### config.mk
export PLATFORM = sky130hd
export DESIGN_NAME = cable_rig_position_tracker
export DESIGN_NICKNAME = d
export VERILOG_FILES = /design/src/rtl/crpt_pkg.sv /design/src/rtl/crpt_useq.sv /design/src/rtl/crpt_dpath.sv /design/src/rtl/cable_rig_position_tracker.sv
export SDC_FILE = /design/constraint.sdc
export NUM_CORES = 2
export LEC_CHECK = 0
export ABC_AREA = 1
export BUFFER_PORTS_ARGS = -buffer_cell sky130_fd_sc_hd__buf_4
export CAP_MARGIN = 10
export CORE_UTILIZATION = 25
export DETAILED_ROUTE_END_ITERATION = 16
export PLACE_DENSITY = 0.39
export SETUP_SLACK_MARGIN = 0.4
export SYNTH_ARGS = -nofsm -noshare
export SYNTH_HDL_FRONTEND = slang
export SYNTH_HIERARCHICAL = 1
export SYNTH_SLANG_ARGS = --single-unit
### constraint.sdc
create_clock -name aclk -period 7.8 [get_ports aclk]
set_input_delay 1.56 -clock aclk [delete_from_list [all_inputs] [get_ports aclk]]
set_output_delay 1.56 -clock aclk [all_outputs]
set_load 0.02 [all_outputs]
### src/rtl/crpt_pkg.sv
// shared types, constants and microcode table of the cable rig position tracker
package crpt_pkg;

    localparam int NUM_BASES     = 4;
    localparam int COORD_BITS    = 16;
    localparam int BASE_BITS     = 16;
    localparam int OUT_BITS      = 16;
    localparam int DELTA_BITS    = 16;
    localparam int RAD_BITS      = 17;
    localparam int OFS_BITS      = 18;
    localparam int STEP_BITS     = 10;
    localparam int CFG_BITS      = 48;
    localparam int CFG_IDX_BITS  = 3;
    localparam int BASE_IDX_BITS = $clog2(NUM_BASES);
    localparam int DIFF_BITS     = ((COORD_BITS > BASE_BITS) ? COORD_BITS : BASE_BITS) + 1;
    localparam int SQ_BITS       = 2 * DIFF_BITS;
    localparam int DIST_BITS     = SQ_BITS + 2;
    localparam int PC_BITS       = 3;

    // register indexes
    localparam logic [CFG_IDX_BITS-1:0] CFG_BASE_POS_0 = CFG_IDX_BITS'(0);
    localparam logic [CFG_IDX_BITS-1:0] CFG_BASE_POS_1 = CFG_IDX_BITS'(1);
    localparam logic [CFG_IDX_BITS-1:0] CFG_BASE_POS_2 = CFG_IDX_BITS'(2);
    localparam logic [CFG_IDX_BITS-1:0] CFG_BASE_POS_3 = CFG_IDX_BITS'(3);
    localparam logic [CFG_IDX_BITS-1:0] CFG_RADIUS_A   = CFG_IDX_BITS'(4);
    localparam logic [CFG_IDX_BITS-1:0] CFG_RADIUS_B   = CFG_IDX_BITS'(5);
    localparam logic [CFG_IDX_BITS-1:0] CFG_STEP_SIZE  = CFG_IDX_BITS'(6);

    // microprogram addresses
    localparam logic [PC_BITS-1:0] UC_WAIT = PC_BITS'(0);
    localparam logic [PC_BITS-1:0] UC_SQ_X = PC_BITS'(1);
    localparam logic [PC_BITS-1:0] UC_SQ_Y = PC_BITS'(2);
    localparam logic [PC_BITS-1:0] UC_SQ_Z = PC_BITS'(3);
    localparam logic [PC_BITS-1:0] UC_SQ_R = PC_BITS'(4);
    localparam logic [PC_BITS-1:0] UC_CMP  = PC_BITS'(5);
    localparam logic [PC_BITS-1:0] UC_OUT  = PC_BITS'(6);

    typedef enum logic [1:0] {MUL_X, MUL_Y, MUL_Z, MUL_R} mul_sel_t;
    typedef enum logic [1:0] {ACC_HOLD, ACC_LOAD, ACC_ADD} acc_op_t;
    typedef enum logic [1:0] {JC_NEXT, JC_INPUT, JC_MORE, JC_OUT} jcond_t;

    typedef struct packed {
        mul_sel_t             mul_sel;
        acc_op_t              acc_op;
        logic                 rad_load;
        logic                 cmp_en;
        logic                 in_en;
        logic                 out_en;
        jcond_t               jcond;
        logic [PC_BITS-1:0]   target;
    } ctrl_t;

    typedef struct packed {
        logic in_valid;
        logic more_bases;
        logic out_free;
    } status_t;

    typedef struct packed {
        logic signed [DELTA_BITS-1:0] rope_delta_0;
        logic signed [DELTA_BITS-1:0] rope_delta_1;
        logic signed [DELTA_BITS-1:0] rope_delta_2;
        logic signed [DELTA_BITS-1:0] rope_delta_3;
    } in_t;

    typedef struct packed {
        logic signed [OUT_BITS-1:0] pos_x;
        logic signed [OUT_BITS-1:0] pos_y;
        logic signed [OUT_BITS-1:0] pos_z;
        logic [NUM_BASES-1:0]       moved_mask;
    } out_t;

    function automatic ctrl_t ucode_rom(input logic [PC_BITS-1:0] pc);
        ctrl_t cw;
        cw = '{mul_sel: MUL_X, acc_op: ACC_HOLD, rad_load: 1'b0, cmp_en: 1'b0,
               in_en: 1'b0, out_en: 1'b0, jcond: JC_NEXT, target: UC_WAIT};
        unique case (pc)
            UC_WAIT: begin
                cw.in_en  = 1'b1;
                cw.jcond  = JC_INPUT;
                cw.target = UC_SQ_X;
            end
            UC_SQ_X: begin
                cw.mul_sel  = MUL_X;
                cw.rad_load = 1'b1;
            end
            UC_SQ_Y: begin
                cw.mul_sel = MUL_Y;
                cw.acc_op  = ACC_LOAD;
            end
            UC_SQ_Z: begin
                cw.mul_sel = MUL_Z;
                cw.acc_op  = ACC_ADD;
            end
            UC_SQ_R: begin
                cw.mul_sel = MUL_R;
                cw.acc_op  = ACC_ADD;
            end
            UC_CMP: begin
                cw.cmp_en = 1'b1;
                cw.jcond  = JC_MORE;
                cw.target = UC_SQ_X;
            end
            UC_OUT: begin
                cw.out_en = 1'b1;
                cw.jcond  = JC_OUT;
                cw.target = UC_WAIT;
            end
            default: begin
                // unused address, falls through to wait by counter wrap
                cw.jcond = JC_NEXT;
            end
        endcase
        return cw;
    endfunction

endpackage

### src/rtl/crpt_useq.sv
// microcode sequencer: step counter, control table lookup and jumps
module crpt_useq (
    input  logic              aclk,
    input  logic              aresetn,
    input  crpt_pkg::status_t status,
    output crpt_pkg::ctrl_t   ctrl
);

    logic [crpt_pkg::PC_BITS-1:0] pc_reg;
    logic [crpt_pkg::PC_BITS-1:0] pc_next;

    assign ctrl = crpt_pkg::ucode_rom(pc_reg);

    always_comb begin
        unique case (ctrl.jcond)
            crpt_pkg::JC_NEXT:  pc_next = pc_reg + crpt_pkg::PC_BITS'(1);
            crpt_pkg::JC_INPUT: pc_next = status.in_valid ? ctrl.target : pc_reg;
            crpt_pkg::JC_MORE:  pc_next = status.more_bases ? ctrl.target
                                                            : pc_reg + crpt_pkg::PC_BITS'(1);
            crpt_pkg::JC_OUT:   pc_next = status.out_free ? ctrl.target : pc_reg;
            default:            pc_next = crpt_pkg::UC_WAIT;
        endcase
    end

    always_ff @(posedge aclk) begin
        if (!aresetn) begin
            pc_reg <= crpt_pkg::UC_WAIT;
        end else begin
            pc_reg <= pc_next;
        end
    end

endmodule

### src/rtl/crpt_dpath.sv
// datapath: config registers, radius accumulators, shared squarer, position and result register
module crpt_dpath (
    input  logic                                aclk,
    input  logic                                aresetn,
    input  crpt_pkg::ctrl_t                     ctrl,
    output crpt_pkg::status_t                   status,
    input  logic                                s_valid,
    input  crpt_pkg::in_t                       s_data,
    input  logic                                m_ready,
    output logic                                m_valid,
    output crpt_pkg::out_t                      m_data,
    input  logic                                cfg_wr_en,
    input  logic [crpt_pkg::CFG_IDX_BITS-1:0]   cfg_index,
    input  logic [crpt_pkg::CFG_BITS-1:0]       cfg_wr_data
);

    localparam int NB  = crpt_pkg::NUM_BASES;
    localparam int BB  = crpt_pkg::BASE_BITS;
    localparam int RB  = crpt_pkg::RAD_BITS;
    localparam int OB  = crpt_pkg::OFS_BITS;
    localparam int DB  = crpt_pkg::DIFF_BITS;
    localparam int SB  = crpt_pkg::SQ_BITS;
    localparam int AB  = crpt_pkg::DIST_BITS;
    localparam int CB  = crpt_pkg::COORD_BITS;
    localparam int IB  = crpt_pkg::BASE_IDX_BITS;
    localparam int OUB = crpt_pkg::OUT_BITS;

    localparam logic signed [OB:0] OFS_MAX_W = (OB+1)'(2**(OB-1) - 1);
    localparam logic signed [OB:0] OFS_MIN_W = -OFS_MAX_W - (OB+1)'(1);
    localparam logic signed [OB:0] RAD_MAX_W = (OB+1)'(2**RB - 1);
    localparam logic signed [DB:0] CRD_MAX_W = (DB+1)'(2**(CB-1) - 1);
    localparam logic signed [DB:0] CRD_MIN_W = -CRD_MAX_W - (DB+1)'(1);

    // configuration
    logic [3*BB-1:0]                   base_reg     [NB];
    logic [RB-1:0]                     init_rad_reg [NB];
    logic [crpt_pkg::STEP_BITS-1:0]    step_reg;

    // state
    logic signed [OB-1:0]  ofs_reg  [NB];
    logic signed [OB-1:0]  ofs_next [NB];
    logic signed [OB:0]    ofs_sum  [NB];
    logic signed [DB-1:0]  delta_ext[NB];
    logic signed [CB-1:0]  pos_reg  [3];
    logic signed [CB-1:0]  pos_next [3];
    logic [IB-1:0]         base_idx_reg;
    logic [NB-1:0]         mask_reg;
    logic [RB-1:0]         rad_reg;
    logic [RB-1:0]         rad_next;
    logic signed [OB:0]    rad_sum;
    logic signed [SB-1:0]  prod_reg;
    logic [AB-1:0]         acc_reg;
    logic [AB-1:0]         sq_ext;
    logic                  hit;
    logic                  in_acc;
    logic                  m_valid_reg;
    crpt_pkg::out_t        m_data_reg;

    // per-axis datapath
    logic [3*BB-1:0]       base_sel;
    logic signed [DB-1:0]  pos_ext  [3];
    logic signed [DB-1:0]  base_ext [3];
    logic signed [DB-1:0]  diff     [3];
    logic signed [DB:0]    moved    [3];
    logic signed [DB:0]    step_ext;
    // one bit wider than a difference so the full radius range stays positive
    logic signed [DB:0]    mul_a;
    logic signed [SB-1:0]  prod;

    assign in_acc = ctrl.in_en & s_valid;

    // config writes, indexes past the list are dropped
    always_ff @(posedge aclk) begin
        if (!aresetn) begin
            for (int i = 0; i < NB; i++) begin
                base_reg[i]     <= '0;
                init_rad_reg[i] <= '0;
            end
            step_reg <= crpt_pkg::STEP_BITS'(1);
        end else if (cfg_wr_en) begin
            unique case (cfg_index)
                crpt_pkg::CFG_BASE_POS_0: base_reg[0] <= cfg_wr_data[3*BB-1:0];
                crpt_pkg::CFG_BASE_POS_1: base_reg[1] <= cfg_wr_data[3*BB-1:0];
                crpt_pkg::CFG_BASE_POS_2: base_reg[2] <= cfg_wr_data[3*BB-1:0];
                crpt_pkg::CFG_BASE_POS_3: base_reg[3] <= cfg_wr_data[3*BB-1:0];
                crpt_pkg::CFG_RADIUS_A: begin
                    init_rad_reg[0] <= cfg_wr_data[RB-1:0];
                    init_rad_reg[1] <= cfg_wr_data[2*RB-1:RB];
                end
                crpt_pkg::CFG_RADIUS_B: begin
                    init_rad_reg[2] <= cfg_wr_data[RB-1:0];
                    init_rad_reg[3] <= cfg_wr_data[2*RB-1:RB];
                end
                crpt_pkg::CFG_STEP_SIZE: step_reg <= cfg_wr_data[crpt_pkg::STEP_BITS-1:0];
                default: ;
            endcase
        end
    end

    // saturating rope accumulators
    assign delta_ext[0] = DB'(s_data.rope_delta_0);
    assign delta_ext[1] = DB'(s_data.rope_delta_1);
    assign delta_ext[2] = DB'(s_data.rope_delta_2);
    assign delta_ext[3] = DB'(s_data.rope_delta_3);

    always_comb begin
        for (int i = 0; i < NB; i++) begin
            ofs_sum[i] = (OB+1)'(ofs_reg[i]) + (OB+1)'(delta_ext[i]);
            if (ofs_sum[i] > OFS_MAX_W) begin
                ofs_next[i] = OB'(OFS_MAX_W);
            end else if (ofs_sum[i] < OFS_MIN_W) begin
                ofs_next[i] = OB'(OFS_MIN_W);
            end else begin
                ofs_next[i] = OB'(ofs_sum[i]);
            end
        end
    end

    // clamped radius of the current base
    always_comb begin
        rad_sum = $signed((OB+1)'(init_rad_reg[base_idx_reg])) + (OB+1)'(ofs_reg[base_idx_reg]);
        if (rad_sum < 0) begin
            rad_next = '0;
        end else if (rad_sum > RAD_MAX_W) begin
            rad_next = RB'(RAD_MAX_W);
        end else begin
            rad_next = RB'(rad_sum);
        end
    end

    // differences and correction candidates
    assign base_sel = base_reg[base_idx_reg];
    assign step_ext = $signed((DB+1)'(step_reg));

    always_comb begin
        for (int a = 0; a < 3; a++) begin
            pos_ext[a]  = DB'(pos_reg[a]);
            base_ext[a] = DB'($signed(base_sel[a*BB +: BB]));
            diff[a]     = pos_ext[a] - base_ext[a];
            moved[a]    = (pos_ext[a] < base_ext[a]) ? (DB+1)'(pos_ext[a]) + step_ext
                                                     : (DB+1)'(pos_ext[a]) - step_ext;
            if (moved[a] > CRD_MAX_W) begin
                pos_next[a] = CB'(CRD_MAX_W);
            end else if (moved[a] < CRD_MIN_W) begin
                pos_next[a] = CB'(CRD_MIN_W);
            end else begin
                pos_next[a] = CB'(moved[a]);
            end
        end
    end

    // shared squarer
    always_comb begin
        case (ctrl.mul_sel)
            crpt_pkg::MUL_X: mul_a = (DB+1)'(diff[0]);
            crpt_pkg::MUL_Y: mul_a = (DB+1)'(diff[1]);
            crpt_pkg::MUL_Z: mul_a = (DB+1)'(diff[2]);
            default:         mul_a = $signed((DB+1)'(rad_reg));
        endcase
    end

    assign prod   = SB'(mul_a) * SB'(mul_a);
    assign sq_ext = AB'($unsigned(prod_reg));
    // at the compare step prod_reg holds radius squared and acc_reg the distance squared
    assign hit    = acc_reg > sq_ext;

    always_ff @(posedge aclk) begin
        prod_reg <= prod;
        if (ctrl.rad_load) begin
            rad_reg <= rad_next;
        end
        case (ctrl.acc_op)
            crpt_pkg::ACC_LOAD: acc_reg <= sq_ext;
            crpt_pkg::ACC_ADD:  acc_reg <= acc_reg + sq_ext;
            default:            acc_reg <= acc_reg;
        endcase
    end

    // tracker state
    always_ff @(posedge aclk) begin
        if (!aresetn) begin
            for (int i = 0; i < NB; i++) begin
                ofs_reg[i] <= '0;
            end
            for (int a = 0; a < 3; a++) begin
                pos_reg[a] <= '0;
            end
            base_idx_reg <= '0;
            mask_reg     <= '0;
        end else begin
            if (in_acc) begin
                ofs_reg      <= ofs_next;
                base_idx_reg <= '0;
                mask_reg     <= '0;
            end
            if (ctrl.cmp_en) begin
                if (hit) begin
                    pos_reg                <= pos_next;
                    mask_reg[base_idx_reg] <= 1'b1;
                end
                if (status.more_bases) begin
                    base_idx_reg <= base_idx_reg + IB'(1);
                end
            end
        end
    end

    // result register
    always_ff @(posedge aclk) begin
        if (!aresetn) begin
            m_valid_reg <= 1'b0;
        end else if (ctrl.out_en && status.out_free) begin
            m_valid_reg <= 1'b1;
        end else if (m_ready) begin
            m_valid_reg <= 1'b0;
        end
    end

    always_ff @(posedge aclk) begin
        if (ctrl.out_en && status.out_free) begin
            m_data_reg.pos_x      <= pos_ext[0][OUB-1:0];
            m_data_reg.pos_y      <= pos_ext[1][OUB-1:0];
            m_data_reg.pos_z      <= pos_ext[2][OUB-1:0];
            m_data_reg.moved_mask <= mask_reg;
        end
    end

    assign status.in_valid   = s_valid;
    assign status.more_bases = (base_idx_reg != IB'(NB - 1));
    assign status.out_free   = ~m_valid_reg | m_ready;

    assign m_valid = m_valid_reg;
    assign m_data  = m_data_reg;

endmodule

### src/rtl/cable_rig_position_tracker.sv
// top level of the cable rig position tracker
//
//  channel  | handshake          | payload            | direction
//  ---------+--------------------+--------------------+----------
//  s_       | s_valid / s_ready  | s_data  (in_t)     | in
//  m_       | m_valid / m_ready  | m_data  (out_t)    | out
//  cfg_     | cfg_wr_en          | cfg_index, data    | in
//
//  sequence: an accept step, then for each base through the single shared squarer
//    the three axis squares, the radius square and the compare, then a step to
//    load the result register
//  reset: synchronous on aresetn low, configuration registers back to defaults, rope
//    accumulators and position to zero, no clearing pass
//  stalls: the sequencer waits at the output step while a previous result is unread,
//    the next transaction is taken while a finished result waits in the output register
module cable_rig_position_tracker (
    input  logic                                aclk,
    input  logic                                aresetn,
    // input transactions: four rope deltas
    input  logic                                s_valid,
    output logic                                s_ready,
    input  crpt_pkg::in_t                       s_data,
    // result transactions: position and correction mask
    output logic                                m_valid,
    input  logic                                m_ready,
    output crpt_pkg::out_t                      m_data,
    // configuration writes
    input  logic                                cfg_wr_en,
    input  logic [crpt_pkg::CFG_IDX_BITS-1:0]   cfg_index,
    input  logic [crpt_pkg::CFG_BITS-1:0]       cfg_wr_data
);

    crpt_pkg::ctrl_t   ctrl;
    crpt_pkg::status_t status;

    // control word of the current step
    crpt_useq u_useq (
        .aclk    (aclk),
        .aresetn (aresetn),
        .status  (status),
        .ctrl    (ctrl)
    );

    // arithmetic and storage driven by the control word
    crpt_dpath u_dpath (
        .aclk        (aclk),
        .aresetn     (aresetn),
        .ctrl        (ctrl),
        .status      (status),
        .s_valid     (s_valid),
        .s_data      (s_data),
        .m_ready     (m_ready),
        .m_valid     (m_valid),
        .m_data      (m_data),
        .cfg_wr_en   (cfg_wr_en),
        .cfg_index   (cfg_index),
        .cfg_wr_data (cfg_wr_data)
    );

    // ready only at the wait step of the program
    assign s_ready = ctrl.in_en;

endmodule

==> impl_metrics.tcl <==
set metrics [dict create \
    pre_cts_slack_ns -0.6367 \
    vias 39150 \
    hold_viol 0 \
    final_util_pct 32.17 \
    drv_slew 0 \
    finClkSkew_ns 0.06527 \
    cts-htree-levels 3 \
    setup_viol 8 \
    tightestPinTransition_ns 1.142 \
    dr.pass1.iters 5 \
    crit_required_ns 8.38 \
    whs_ns 0.4296 \
    syn_inst 5583 \
    status "complete, but fails checks" \
    ios 174 \
    crit_top_cell "fa_1" \
    die_w_um 428.0 \
    largest_register_ffs 192 \
    grt_usage_pct 17.67 \
    rsz0062_at_grt "true" \
    synth_warnings 6 \
    clkTransAtPathRegs_ns 0.06 \
    synth_nets 6360 \
    fillers 19060 \
    max_freq_mhz 126.1 \
    worst-path-max-fanout 10 \
    gr-total-overflow 0 \
    layout_min_cycle_time_ns 7.930 \
    start_kind "register" \
    synth_area_per_cell_um2 8.126 \
    clock_latency_ns 0.70 \
    start_util_pct 25.29 \
    crit_type "register to register" \
    numCtsBuffers 71 \
    routedWlPerCell_um 18.94 \
    finalCritPeriodShare_pct 101.7 \
    drc 0 \
    dr.first_iter.drc_count 2055 \
    max-clock-path-buffers 3 \
    cts-root-buf "clkbuf_16" \
    via_per_inst 4.521 \
    grt_pass1_vias 39980 \
    hpwl_um 128200 \
    core_um2 179400 \
    port_buffers 173 \
    finalWorstSetupSlack_ns -0.1297 \
    drv_cap 0 \
    die_area_um2 183200 \
    seq_area_um2 14430 \
    worst_hold_path_type "register to register" \
    cp.arrival_ns 8.51 \
    relSlewSlack_pct 23.61 \
    syn2layout_area_growth_pct 27.19 \
    clock_sinks 538 \
    violations "negative setup slack" \
    multi_input_area_um2 28500 \
    layout-drive-gt1-share_pct 21.69 \
    postRouteAntennaNets 0 \
    fp-row-count 155 \
    final.setup.tns_ns -0.5188 \
    antenna_found_initial 6 \
    cp-end-kind "register" \
    synth_area_um2 45370 \
    cts_tree "done" \
    fin_nets 7021 \
    gp_congestion 0.8717 \
    totalWireLength_um 163900 \
    grt_pass1_wl_um 247700 \
    dieHeight_um 428.0 \
    cp_slowest_cell "fa_1" \
    grt_start_max_net_pins 63 \
    cpPeakStageDelay_ns 0.58 \
]
area by class of cell:
type / instances / share of cell area [%]
antenna: 4 / 0.01735
clock buffer: 90 / 3.367
clock inverter: 38 / 0.6418
inverter: 872 / 5.752
multi-input combinational: 4009 / 49.38
sequential: 538 / 25.00
tap: 2355 / 5.106
timing repair buffer: 752 / 10.73
placed cells by master (no fill, tap or decap), types with 41 or more instances in the layout:
master,count
inv_2,43
inv_1,814
nor2_1,581
buf_4,695
edfxtp_1,365
xor2_1,69
nand2_1,985
clkbuf_16,77
a21oi_1,442
ha_1,321
a21oi_2,60
dfxtp_1,171
nand3_1,206
fa_1,268
ha_4,41
nand2_2,73
xnor2_1,54
nand4_1,44
o21ai_0,321
worst max-delay path, delay by kind of cell, from the launching register on:
| family | cells | cell delay [ns] |
|---|---|---|
| XOR/XNOR | 1 | 0.13 |
| flip-flops | 1 | 0.42 |
| AND/OR/NAND/NOR | 8 | 0.73 |
| buffers and inverters | 9 | 1.20 |
| AO/OA/AOI/OAI | 10 | 1.68 |
| adder cells (fa/ha/maj) | 8 | 3.62 |
layer usage:
metal / global-route usage, % / routed length, um
met5: 0 / 0
met2: 30.60 / 79630
met3: 1.800 / 4537
met1: 23.03 / 75010
met4: 5.431 / 4765
final timing paths:
kind	startpoint	to	slack, ns	cells past startpoint
worst min-delay path	u_dpath/mask_reg[3]	u_dpath/m_data[3]	0.43	0
worst min register to register	u_dpath/mask_reg[3]	u_dpath/m_data[3]	0.43	0
worst max register to register	u_dpath/base_idx_reg[0]	u_dpath/prod_reg[31]	-0.13	36
worst max-delay path	u_dpath/base_idx_reg[0]	u_dpath/prod_reg[31]	-0.13	36
metrics by stage:
| stage | cell area, um2 | std cells |
|---|---|---|
| 2_1_floorplan | 45810 | 5583 |
| 3_3_place_gp | 53260 | 8467 |
| 3_5_place_dp | 53260 | 8467 |
| 4_1_cts | 56760 | 8629 |
| 5_1_grt | 57710 | 8658 |
| 6_report | 57710 | 8658 |
repair_timing:
item	in CTS	in global routing
endpoints found under the setup margin	25	25
gates cloned	4	2
pin swaps	46	93
hold buffers	0	0
gates resized for setup	206	173
buffers inserted	30	23
Power is not shown: default switching activity piles up to over one toggle a cycle in this logic, so the estimate is an artifact.
